<file path="src/rtl/mtvf_pkg.sv">
package mtvf_pkg;

    localparam int TRACK_SLOTS_DEF = 8;
    localparam int DELAY_SLOTS_DEF = 4;
    localparam logic [14:0] VOL_MAX = 15'd25600;

    typedef enum logic [2:0] {
        M_TICK      = 3'd0,
        M_FADE_IN   = 3'd1,
        M_FADE_DLY  = 3'd2,
        M_FADE_OUT  = 3'd3,
        M_FADE_VOL  = 3'd4,
        M_OUT_ALL   = 3'd5,
        M_STOP_ALL  = 3'd6,
        M_UNUSED    = 3'd7
    } t_mode;

    typedef enum logic [2:0] {
        A_SET_VOL  = 3'd0,
        A_START    = 3'd1,
        A_STOP     = 3'd2,
        A_NOT_PLAY = 3'd3,
        A_NO_SLOT  = 3'd4
    } t_action;

    typedef struct packed {
        logic [2:0]  mode;
        logic [7:0]  sound;
        logic [15:0] duration_ms;
        logic [14:0] volume;
        logic [15:0] amount;
        logic [15:0] delay_ms;
    } t_cmd;

    typedef struct packed {
        logic [2:0]  action;
        logic [2:0]  slot;
        logic [7:0]  sound_out;
        logic [14:0] volume_out;
        logic        last;
    } t_res;

endpackage

</file>
<file path="src/rtl/mtvf_if.sv">
interface mtvf_cmd_if;
    logic              valid;
    logic              ready;
    mtvf_pkg::t_cmd    data;
    modport source (output valid, output data, input ready);
    modport sink   (input valid, input data, output ready);
endinterface

interface mtvf_res_if;
    logic              valid;
    logic              ready;
    mtvf_pkg::t_res    data;
    modport source (output valid, output data, input ready);
    modport sink   (input valid, input data, output ready);
endinterface

</file>
<file path="src/rtl/mtvf_div.sv">
// Restoring divider, one quotient bit per cycle: 48-bit dividend / 32-bit divisor.
module mtvf_div (
    input  logic        i_clk,
    input  logic        i_rst_n,
    input  logic        i_start,
    input  logic [47:0] i_num,
    input  logic [31:0] i_den,
    output logic        o_done,
    output logic [47:0] o_quo
);
    logic [47:0] r_q;
    logic [32:0] r_rem;
    logic [31:0] r_den;
    logic [5:0]  r_cnt;
    logic        r_busy;
    logic        r_done;
    logic [32:0] n_trial;
    logic [32:0] n_shift;

    always_comb begin
        n_shift = {r_rem[31:0], r_q[47]};
        n_trial = n_shift - {1'b0, r_den};
    end

    always_ff @(posedge i_clk) begin
        if (!i_rst_n) begin
            r_busy <= 1'b0;
            r_done <= 1'b0;
            r_cnt  <= '0;
        end else begin
            r_done <= 1'b0;
            if (i_start) begin
                r_busy <= 1'b1;
                r_cnt  <= 6'd48;
                r_q    <= i_num;
                r_rem  <= '0;
                r_den  <= i_den;
            end else if (r_busy) begin
                if (!n_trial[32]) begin
                    r_rem <= n_trial;
                    r_q   <= {r_q[46:0], 1'b1};
                end else begin
                    r_rem <= n_shift;
                    r_q   <= {r_q[46:0], 1'b0};
                end
                r_cnt <= r_cnt - 6'd1;
                if (r_cnt == 6'd1) begin
                    r_busy <= 1'b0;
                    r_done <= 1'b1;
                end
            end
        end
    end

    assign o_done = r_done;
    assign o_quo  = r_q;
endmodule

</file>
<file path="src/rtl/multi_track_volume_fader.sv">
// Multi-track volume fader. Each command is one transaction on i_cmd; results leave on
// o_res, the final one of a command flagged by last. One result is held back until the
// next one appears or the command ends, so that last can be set on the right one.
// A tick walks the track slots one per step. A slot mid-ramp runs one pass of the
// shared restoring divider and emits its new volume, a slot that reaches its target
// emits that target, and any other slot emits nothing. Delayed starts are then
// scanned one per cycle while none fires; each start that fires goes through the
// start step and emits a result. Receiver stalls hold the block while a result
// waits to be taken. The block takes no new command until the current one is
// finished and its last result taken.
module multi_track_volume_fader #(
    parameter int TRACK_SLOTS = mtvf_pkg::TRACK_SLOTS_DEF,
    parameter int DELAY_SLOTS = mtvf_pkg::DELAY_SLOTS_DEF
) (
    input  logic       i_clk,
    input  logic       i_rst_n,
    mtvf_cmd_if.sink   i_cmd,
    mtvf_res_if.source o_res
);
    import mtvf_pkg::*;

    localparam int TW = (TRACK_SLOTS > 1) ? $clog2(TRACK_SLOTS) : 1;
    localparam int DW = (DELAY_SLOTS > 1) ? $clog2(DELAY_SLOTS) : 1;

    typedef enum logic [9:0] {
        S_IDLE  = 10'b0000000001,
        S_DISP  = 10'b0000000010,
        S_TSLOT = 10'b0000000100,
        S_TDIV  = 10'b0000001000,
        S_TPEND = 10'b0000010000,
        S_START = 10'b0000100000,
        S_FIND  = 10'b0001000000,
        S_SCAN  = 10'b0010000000,
        S_EMIT  = 10'b0100000000,
        S_FIN   = 10'b1000000000
    } t_state;

    t_state r_state, r_ret;
    t_cmd   r_cmd;

    logic [31:0] r_now;
    logic [TRACK_SLOTS-1:0] r_used, r_ending;
    logic [7:0]  r_snd   [TRACK_SLOTS];
    logic [14:0] r_from  [TRACK_SLOTS];
    logic [14:0] r_to    [TRACK_SLOTS];
    logic [14:0] r_vnow  [TRACK_SLOTS];
    logic [31:0] r_beg   [TRACK_SLOTS];
    logic [31:0] r_fin   [TRACK_SLOTS];
    logic [DELAY_SLOTS-1:0] r_pused;
    logic [7:0]  r_psnd  [DELAY_SLOTS];
    logic [15:0] r_plen  [DELAY_SLOTS];
    logic [14:0] r_plvl  [DELAY_SLOTS];
    logic [31:0] r_pdue  [DELAY_SLOTS];

    logic [TW:0] r_ti;
    logic [DW:0] r_pi;
    logic        r_ovalid;
    t_res        r_res;
    t_res        r_hold;
    logic        r_hold_v;

    // start request held for the shared start step
    logic [7:0]  r_ssnd;
    logic [15:0] r_sdur;
    logic [14:0] r_slvl;

    // divider
    logic        r_dstart;
    logic [47:0] r_num;
    logic [31:0] r_den;
    logic        w_ddone;
    logic [47:0] w_quo;

    mtvf_div u_div (
        .i_clk  (i_clk),
        .i_rst_n(i_rst_n),
        .i_start(r_dstart),
        .i_num  (r_num),
        .i_den  (r_den),
        .o_done (w_ddone),
        .o_quo  (w_quo)
    );

    logic [TW-1:0] w_t;
    logic [DW-1:0] w_p;
    logic [31:0]   w_el, w_sp;
    logic [31:0]   w_pdiff;
    logic [TW:0]   w_free;
    logic          w_hasfree;
    logic [DW:0]   w_pfree;
    logic          w_haspfree;
    logic [14:0]   w_lvl;
    logic signed [17:0] w_rel;
    logic [14:0]   w_relsat;

    assign w_t  = r_ti[TW-1:0];
    assign w_p  = r_pi[DW-1:0];
    assign w_el = r_now - r_beg[w_t];
    assign w_sp = r_fin[w_t] - r_beg[w_t];
    assign w_pdiff = r_now - r_pdue[w_p];
    assign w_lvl = (r_cmd.volume > VOL_MAX) ? VOL_MAX : r_cmd.volume;
    assign w_rel = $signed({3'b000, r_vnow[w_t]}) + 18'($signed(r_cmd.amount));
    assign w_relsat = w_rel[17] ? 15'd0 :
                      (w_rel > $signed({3'b000, VOL_MAX})) ? VOL_MAX : w_rel[14:0];

    always_comb begin
        w_free = '0;
        w_hasfree = 1'b0;
        for (int k = TRACK_SLOTS - 1; k >= 0; k--) begin
            if (!r_used[k]) begin
                w_free = (TW+1)'(k);
                w_hasfree = 1'b1;
            end
        end
        w_pfree = '0;
        w_haspfree = 1'b0;
        for (int k = DELAY_SLOTS - 1; k >= 0; k--) begin
            if (!r_pused[k]) begin
                w_pfree = (DW+1)'(k);
                w_haspfree = 1'b1;
            end
        end
    end

    assign i_cmd.ready = (r_state == S_IDLE);
    assign o_res.valid = r_ovalid;
    assign o_res.data  = r_hold;

    always_ff @(posedge i_clk) begin
        if (!i_rst_n) begin
            r_state  <= S_IDLE;
            r_ret    <= S_IDLE;
            r_now    <= '0;
            r_used   <= '0;
            r_ending <= '0;
            r_pused  <= '0;
            r_ovalid <= 1'b0;
            r_hold_v <= 1'b0;
            r_dstart <= 1'b0;
            r_ti     <= '0;
            r_pi     <= '0;
        end else begin
            r_dstart <= 1'b0;
            unique case (r_state)
                S_IDLE: begin
                    if (i_cmd.valid) begin
                        r_cmd   <= i_cmd.data;
                        r_state <= S_DISP;
                    end
                end
                S_DISP: begin
                    r_ti  <= '0;
                    r_pi  <= '0;
                    unique case (t_mode'(r_cmd.mode))
                        M_TICK: begin
                            r_now   <= r_now + 32'd1;
                            r_state <= S_TSLOT;
                        end
                        M_FADE_IN: begin
                            r_ssnd  <= r_cmd.sound;
                            r_sdur  <= r_cmd.duration_ms;
                            r_slvl  <= w_lvl;
                            r_ret   <= S_FIN;
                            r_state <= S_START;
                        end
                        M_FADE_DLY: begin
                            if (!w_haspfree) begin
                                r_res   <= '{A_NO_SLOT, 3'd0, r_cmd.sound, 15'd0, 1'b1};
                                r_ret   <= S_FIN;
                                r_state <= S_EMIT;
                            end else begin
                                r_pused[w_pfree[DW-1:0]] <= 1'b1;
                                r_psnd[w_pfree[DW-1:0]]  <= r_cmd.sound;
                                r_plen[w_pfree[DW-1:0]]  <= r_cmd.duration_ms;
                                r_plvl[w_pfree[DW-1:0]]  <= w_lvl;
                                r_pdue[w_pfree[DW-1:0]]  <= r_now + 32'(r_cmd.delay_ms);
                                r_state <= S_FIN;
                            end
                        end
                        M_FADE_OUT, M_FADE_VOL: r_state <= S_FIND;
                        M_OUT_ALL: begin
                            r_pused <= '0;
                            r_state <= S_SCAN;
                        end
                        M_STOP_ALL: r_state <= S_SCAN;
                        default: r_state <= S_FIN;
                    endcase
                end
                S_FIND: begin
                    if (r_ti == (TW+1)'(TRACK_SLOTS)) begin
                        r_res   <= '{A_NOT_PLAY, 3'd0, r_cmd.sound, 15'd0, 1'b1};
                        r_ret   <= S_FIN;
                        r_state <= S_EMIT;
                    end else if (r_used[w_t] && r_snd[w_t] == r_cmd.sound) begin
                        r_beg[w_t]  <= r_now;
                        r_fin[w_t]  <= r_now + 32'(r_cmd.duration_ms);
                        r_from[w_t] <= r_vnow[w_t];
                        if (r_cmd.mode == M_FADE_OUT) begin
                            r_to[w_t]     <= '0;
                            r_ending[w_t] <= 1'b1;
                        end else begin
                            r_to[w_t] <= w_relsat;
                        end
                        r_state <= S_FIN;
                    end else begin
                        r_ti <= r_ti + 1'b1;
                    end
                end
                S_SCAN: begin
                    if (r_ti == (TW+1)'(TRACK_SLOTS)) begin
                        if (r_cmd.mode == M_STOP_ALL) begin
                            r_used   <= '0;
                            r_ending <= '0;
                            r_pused  <= '0;
                        end
                        r_state <= S_FIN;
                    end else begin
                        r_ti <= r_ti + 1'b1;
                        if (r_used[w_t]) begin
                            if (r_cmd.mode == M_STOP_ALL) begin
                                r_res   <= '{A_STOP, 3'(w_t), r_snd[w_t], 15'd0, 1'b0};
                                r_ret   <= S_SCAN;
                                r_state <= S_EMIT;
                            end else begin
                                r_beg[w_t]    <= r_now;
                                r_fin[w_t]    <= r_now + 32'(r_cmd.duration_ms);
                                r_from[w_t]   <= r_vnow[w_t];
                                r_to[w_t]     <= '0;
                                r_ending[w_t] <= 1'b1;
                            end
                        end
                    end
                end
                S_TSLOT: begin
                    if (r_ti == (TW+1)'(TRACK_SLOTS)) begin
                        r_state <= S_TPEND;
                    end else if (!r_used[w_t]) begin
                        r_ti <= r_ti + 1'b1;
                    end else if (r_ending[w_t] && r_vnow[w_t] == 15'd0) begin
                        r_used[w_t]   <= 1'b0;
                        r_ending[w_t] <= 1'b0;
                        r_ti <= r_ti + 1'b1;
                    end else if (w_el >= w_sp) begin
                        r_vnow[w_t] <= r_to[w_t];
                        r_res   <= '{A_SET_VOL, 3'(w_t), r_snd[w_t], r_to[w_t], 1'b0};
                        r_ti    <= r_ti + 1'b1;
                        r_ret   <= S_TSLOT;
                        r_state <= S_EMIT;
                    end else if (w_el == 32'd0) begin
                        r_ti <= r_ti + 1'b1;
                    end else begin
                        // el*to + (sp-el)*from; products kept narrow, fits 48 bits
                        r_num    <= 48'(w_el * 47'(r_to[w_t]))
                                  + 48'((w_sp - w_el) * 47'(r_from[w_t]));
                        r_den    <= w_sp;
                        r_dstart <= 1'b1;
                        r_state  <= S_TDIV;
                    end
                end
                S_TDIV: begin
                    if (w_ddone) begin
                        r_vnow[w_t] <= w_quo[14:0];
                        r_res   <= '{A_SET_VOL, 3'(w_t), r_snd[w_t], w_quo[14:0], 1'b0};
                        r_ti    <= r_ti + 1'b1;
                        r_ret   <= S_TSLOT;
                        r_state <= S_EMIT;
                    end
                end
                S_TPEND: begin
                    if (r_pi == (DW+1)'(DELAY_SLOTS)) begin
                        r_state <= S_FIN;
                    end else begin
                        r_pi <= r_pi + 1'b1;
                        if (r_pused[w_p] && !w_pdiff[31]) begin
                            r_pused[w_p] <= 1'b0;
                            r_ssnd  <= r_psnd[w_p];
                            r_sdur  <= r_plen[w_p];
                            r_slvl  <= r_plvl[w_p];
                            r_ret   <= S_TPEND;
                            r_state <= S_START;
                        end
                    end
                end
                S_START: begin
                    if (w_hasfree) begin
                        r_used[w_free[TW-1:0]]   <= 1'b1;
                        r_ending[w_free[TW-1:0]] <= 1'b0;
                        r_snd[w_free[TW-1:0]]    <= r_ssnd;
                        r_vnow[w_free[TW-1:0]]   <= '0;
                        r_from[w_free[TW-1:0]]   <= '0;
                        r_to[w_free[TW-1:0]]     <= r_slvl;
                        r_beg[w_free[TW-1:0]]    <= r_now;
                        r_fin[w_free[TW-1:0]]    <= r_now + 32'(r_sdur);
                        r_res <= '{A_START, 3'(w_free), r_ssnd,
                                   (r_sdur == 16'd0) ? r_slvl : 15'd0, 1'b0};
                    end else begin
                        r_res <= '{A_NO_SLOT, 3'd0, r_ssnd, 15'd0, 1'b0};
                    end
                    r_state <= S_EMIT;
                end
                S_EMIT: begin
                    // new result in r_res; the one held before it goes out first
                    if (!r_hold_v) begin
                        r_hold   <= r_res;
                        r_hold_v <= 1'b1;
                        r_state  <= r_ret;
                    end else if (!r_ovalid) begin
                        r_ovalid <= 1'b1;
                    end else if (o_res.ready) begin
                        r_ovalid <= 1'b0;
                        r_hold   <= r_res;
                        r_state  <= r_ret;
                    end
                end
                S_FIN: begin
                    // the held result is the final one; commands with none go idle
                    if (!r_hold_v) begin
                        r_state <= S_IDLE;
                    end else if (!r_ovalid) begin
                        r_hold.last <= 1'b1;
                        r_ovalid    <= 1'b1;
                    end else if (o_res.ready) begin
                        r_ovalid <= 1'b0;
                        r_hold_v <= 1'b0;
                        r_state  <= S_IDLE;
                    end
                end
                default: r_state <= S_IDLE;
            endcase
        end
    end
endmodule

</file>
<file path="src/flat_wrapper.sv">
// flat-port wrapper written by rule: the top's interface ports become plain ports
module multi_track_volume_fader_flat import mtvf_pkg::*;
#(
    parameter int TRACK_SLOTS = mtvf_pkg::TRACK_SLOTS_DEF,
    parameter int DELAY_SLOTS = mtvf_pkg::DELAY_SLOTS_DEF
)
  (i_clk, i_rst_n, i_cmd_valid, i_cmd_data, i_cmd_ready, o_res_valid, o_res_data, o_res_ready);
  mtvf_cmd_if i_cmd_i ();
  mtvf_res_if o_res_i ();
  input  logic i_clk;
  input  logic i_rst_n;
  input wire logic [$bits(i_cmd_i.valid)-1:0] i_cmd_valid;
  input wire logic [$bits(i_cmd_i.data)-1:0] i_cmd_data;
  output wire logic [$bits(i_cmd_i.ready)-1:0] i_cmd_ready;
  output wire logic [$bits(o_res_i.valid)-1:0] o_res_valid;
  output wire logic [$bits(o_res_i.data)-1:0] o_res_data;
  input wire logic [$bits(o_res_i.ready)-1:0] o_res_ready;
  assign i_cmd_i.valid = i_cmd_valid;
  assign i_cmd_i.data = i_cmd_data;
  assign i_cmd_ready = i_cmd_i.ready;
  assign o_res_valid = o_res_i.valid;
  assign o_res_data = o_res_i.data;
  assign o_res_i.ready = o_res_ready;
  multi_track_volume_fader #(.TRACK_SLOTS(TRACK_SLOTS), .DELAY_SLOTS(DELAY_SLOTS)) u_core (.i_clk(i_clk), .i_rst_n(i_rst_n), .i_cmd(i_cmd_i), .o_res(o_res_i));
endmodule
</file>
<file path="config.mk">
export PLATFORM = sky130hd
export DESIGN_NAME = multi_track_volume_fader_flat
export DESIGN_NICKNAME = d
export VERILOG_FILES = /design/src/rtl/mtvf_pkg.sv /design/src/rtl/mtvf_if.sv /design/src/rtl/mtvf_div.sv /design/src/rtl/multi_track_volume_fader.sv /design/src/flat_wrapper.sv
export SDC_FILE = /design/constraint.sdc
export NUM_CORES = 2
export LEC_CHECK = 0
export CAP_MARGIN = 20
export CORE_AREA = 2 2 518 520
export CTS_CLUSTER_SIZE = 25
export DETAILED_ROUTE_END_ITERATION = 7
export DIE_AREA = 0 0 520 522
export DONT_BUFFER_PORTS = 1
export GPL_ROUTABILITY_DRIVEN = 0
export SETUP_SLACK_MARGIN = 0.3
export SYNTH_ARGS = -nofsm -noshare
export SYNTH_HDL_FRONTEND = slang
export SYNTH_SLANG_ARGS = --single-unit
</file>
<file path="constraint.sdc">
create_clock -name i_clk -period 21.3 [get_ports i_clk]
set_input_delay 3.195 -clock i_clk [delete_from_list [all_inputs] [get_ports i_clk]]
set_output_delay 3.195 -clock i_clk [all_outputs]
set_load 0.01 [all_outputs]
</file>
==> out/results.tsv <==
metric	value	unit
run status	finished with violations	
violated checks	design-rule violations	
Cell Pwr Density	113	nW/um2
Post-route DRC	10	
Worst setup SP type	flop	
cts bufs inserted	169	
Congestion Overflow GR	0	
Synth Instances	8356	
worst setup path category	flop to flop	
pin count of the biggest net entering global routing	88	
first-pass GRT wire length	448000	um
Post-DP HPWL	218000	um
CTS max path bufs	3	
main flop type after synthesis	edfxtp_1	
Worst IR Drop VDD	0.226	mV
Placeable Area	266000	um2
worst endpoint required time	21900	ps
Yosys warning count	0	
Site Rows	190	
Worst Tran Pin Value	1270	ps
crit-path max FO	60	
Critical Path Max Stage Delay	850	ps
buffer count from post-CTS setup fixing	0	
vias after detailed routing	67084	
Top Usage Layer GRT	met2	
Final TNS setup	0	ps
GRT Util Overall	22.1	%
initial antenna violation count	3	
final setup fails	0	
post-synth top area cell	edfxtp_1	
count of different cell masters after synthesis	109	
Starting Density	39.7	%
PortBufs	0	
area of the multi-input gates	51100	um2
worst path arrival time	16280	ps
Syn Nets	9731	
met1 global-route usage	29.3	%
Slew HR	15.3	%
number of global-route vias before repair	69767	
Max Cap Viol	0	
Hold Crit Class	flop to flop	
layout cells sized above 1	11.8	%
CTS root buf	clkbuf_16	
Worst-path clk slew	60	ps
syn_area_per_cell	12.7	um2
FF/Latch Area	49400	um2
skew final	51.7	ps
synth top area cells	edfxtp_1, fa_1, mux4_2	
Post-synth EDFFs	1585	
Lkg Pwr	45.3	nW
IO Pins	110	
Total Routed Length	300000	um
Initial DRC Count	6858	
clock sink count	1675	
DRT Pass-1 Iters	8	
clock latency on the worst-skew pair	870	ps
Final #Nets	9740	
non-filler instance count after layout	12067	
dpl cells	11733	
met2 global-route usage	35.1	%
Via density	5.56	
area grow syn2layout	10.1	%
Syn Std Cell Area	106000	um2
shortest period the worst path allows	15680	ps
unrepaired setup endpoints after global routing	false	
f_max	0.0638	GHz
final hold vios	0	
Yosys top cell area share	44.9	%
H-Tree Level Count	4	
CTS tree	yes	
wire length per cell	24.9	um
Yosys reg bits	1675	
post-CTS resize count	0	
Worst setup EP type	flop	
Final Max Slew Viols	0	
met3 Use GR	4.25	%
slowest CP cell	dfxtp_4	
Post-CTS Hold Buffers	0	
Die W	520	um
Die Footprint	271000	um2
Detail Route Antenna Nets	0	
ys async rst share	0	%
final period utilization	73.6	%
critical path's most frequent cell	fa_1	
register area share after synthesis	46.6	%
Die Y-Extent	522	um
Filler Cells Inserted	23946	
final cells by class:
type	count	area share [%]
clock buffers	213	3.83
flip-flops and latches	1675	42.4
clock inverters	99	1.08
multi-input cells	5174	43.9
diodes	9	0.0193
well taps	3552	3.81
repair buffers	190	1.32
inverters	1155	3.72
worst max-delay path: cells and delay by family, from the launching register on:
| kind | cells | cell delay (ps) |
|---|---|---|
| compound gates | 19 | 4380 |
| xor+xnor | 3 | 1180 |
| fa+ha+maj | 14 | 6250 |
| buf+inv | 6 | 1080 |
| flops | 1 | 850 |
| mux | 2 | 520 |
| simple gates | 7 | 1060 |
cell usage in the layout (no fill, tap or decap), drive strengths merged, types with 21 or more instances in the layout:
| cell type | instances |
|---|---|
| clkbuf | 217 |
| and2 | 89 |
| a21o | 79 |
| nor3 | 75 |
| nand4 | 57 |
| xnor2 | 171 |
| and3 | 53 |
| clkinv | 63 |
| mux2i | 113 |
| mux2 | 126 |
| nand2 | 1002 |
| or3 | 44 |
| buf | 186 |
| or2 | 24 |
| o21bai | 24 |
| bufinv | 22 |
| o31ai | 21 |
| a31oi | 43 |
| nor2 | 571 |
| dfxtp | 90 |
| nand3 | 72 |
| o21ai | 151 |
| nand2b | 51 |
| fa | 939 |
| nor4 | 34 |
| nor2b | 55 |
| edfxtp | 1585 |
| a211oi | 32 |
| ha | 358 |
| xor2 | 93 |
| a21oi | 259 |
| o21a | 46 |
| mux4 | 310 |
| inv | 1161 |
per-layer routing:
layer,up-vias,wire length [um]
li1,28861,-
met1,34484,122000
met2,3048,137000
met3,691,25100
met4,0,16200
met5,-,0
state kept, by name, indices dropped and copies added, names as in the netlist, 48 cells and up, named ones only:
signal              cells
u_core.r_beg          256
u_core.r_cmd           74
u_core.r_fin          256
u_core.r_from         120
u_core.r_num           48
u_core.r_pdue         128
u_core.r_plen          64
u_core.r_plvl          60
u_core.r_snd           64
u_core.r_to           120
u_core.r_vnow         120
u_core.u_div.o_quo     48
logic make-up (layout without fill, tap and decap cells):
logic type	Yosys count	count (layout)	share of synthesized area, %
simple gates	2193	2193	9.24
flops	1675	1675	46.6
buf+inv	1507	1657	5.39
fa+ha+maj	1300	1300	22.0
compound gates	868	868	5.53
mux	549	549	9.00
xor+xnor	264	264	2.20
other cells	0	9	0
Yosys cell counts, types with 19 or more instances:
library cell / number
a21o_1: 79
edfxtp_1: 1585
xnor2_1: 170
buf_1: 51
dfxtp_1: 90
nor3_1: 73
o21bai_1: 24
xor2_1: 92
nor2b_1: 55
nand4_1: 57
nand2b_1: 51
a21oi_1: 256
mux4_2: 310
or3_1: 43
and2_1: 87
o21a_1: 46
mux2_2: 123
nand3_1: 72
or2_2: 22
a31oi_1: 42
clkbuf_1: 275
a211oi_1: 26
o21ai_0: 140
fa_1: 939
nand2_1: 1002
and3_1: 52
o31ai_1: 19
mux2i_1: 113
buf_2: 21
ha_1: 358
inv_1: 1149
nor2_1: 571
nor4_1: 33
stage by stage:
stage	instance area [um2]	setup WS (ps)	hold WS [ps]	power, mW	util, %
4_1_cts	116000	5680	413	13.2	43.7
3_5_place_dp	111000	5740	405	10.1	41.5
6_report	117000	5620	413	13.2	43.8
3_3_place_gp	111000	5770	401	10.0	41.5
5_1_grt	117000	4820	425	14.2	43.8
2_1_floorplan	106000	6500	400	8.40	-
power breakdown:
part           total [mW]  switching (mW)  leakage (nW)  internal [mW]
sequential           3.97          0.0546          15.2           3.91
combinational        6.15            3.63          27.3           2.52
clock                3.08            1.32          2.76           1.77
total                13.2            5.00          45.3           8.20
path summary, 6_finish.rpt:
check                  startpoint                    to  slack (ps)  cells past startpoint
setup / recovery             flop      u_core.r_num[46]        5620                     51
hold / removal    u_core.r_res[6]  u_core.o_res.data[6]         410                      0
setup reg to reg             flop      u_core.r_num[46]        5620                     51
hold reg to reg   u_core.r_res[6]  u_core.o_res.data[6]         410                      0
Note: power is estimated with default switching activity, not from simulation.
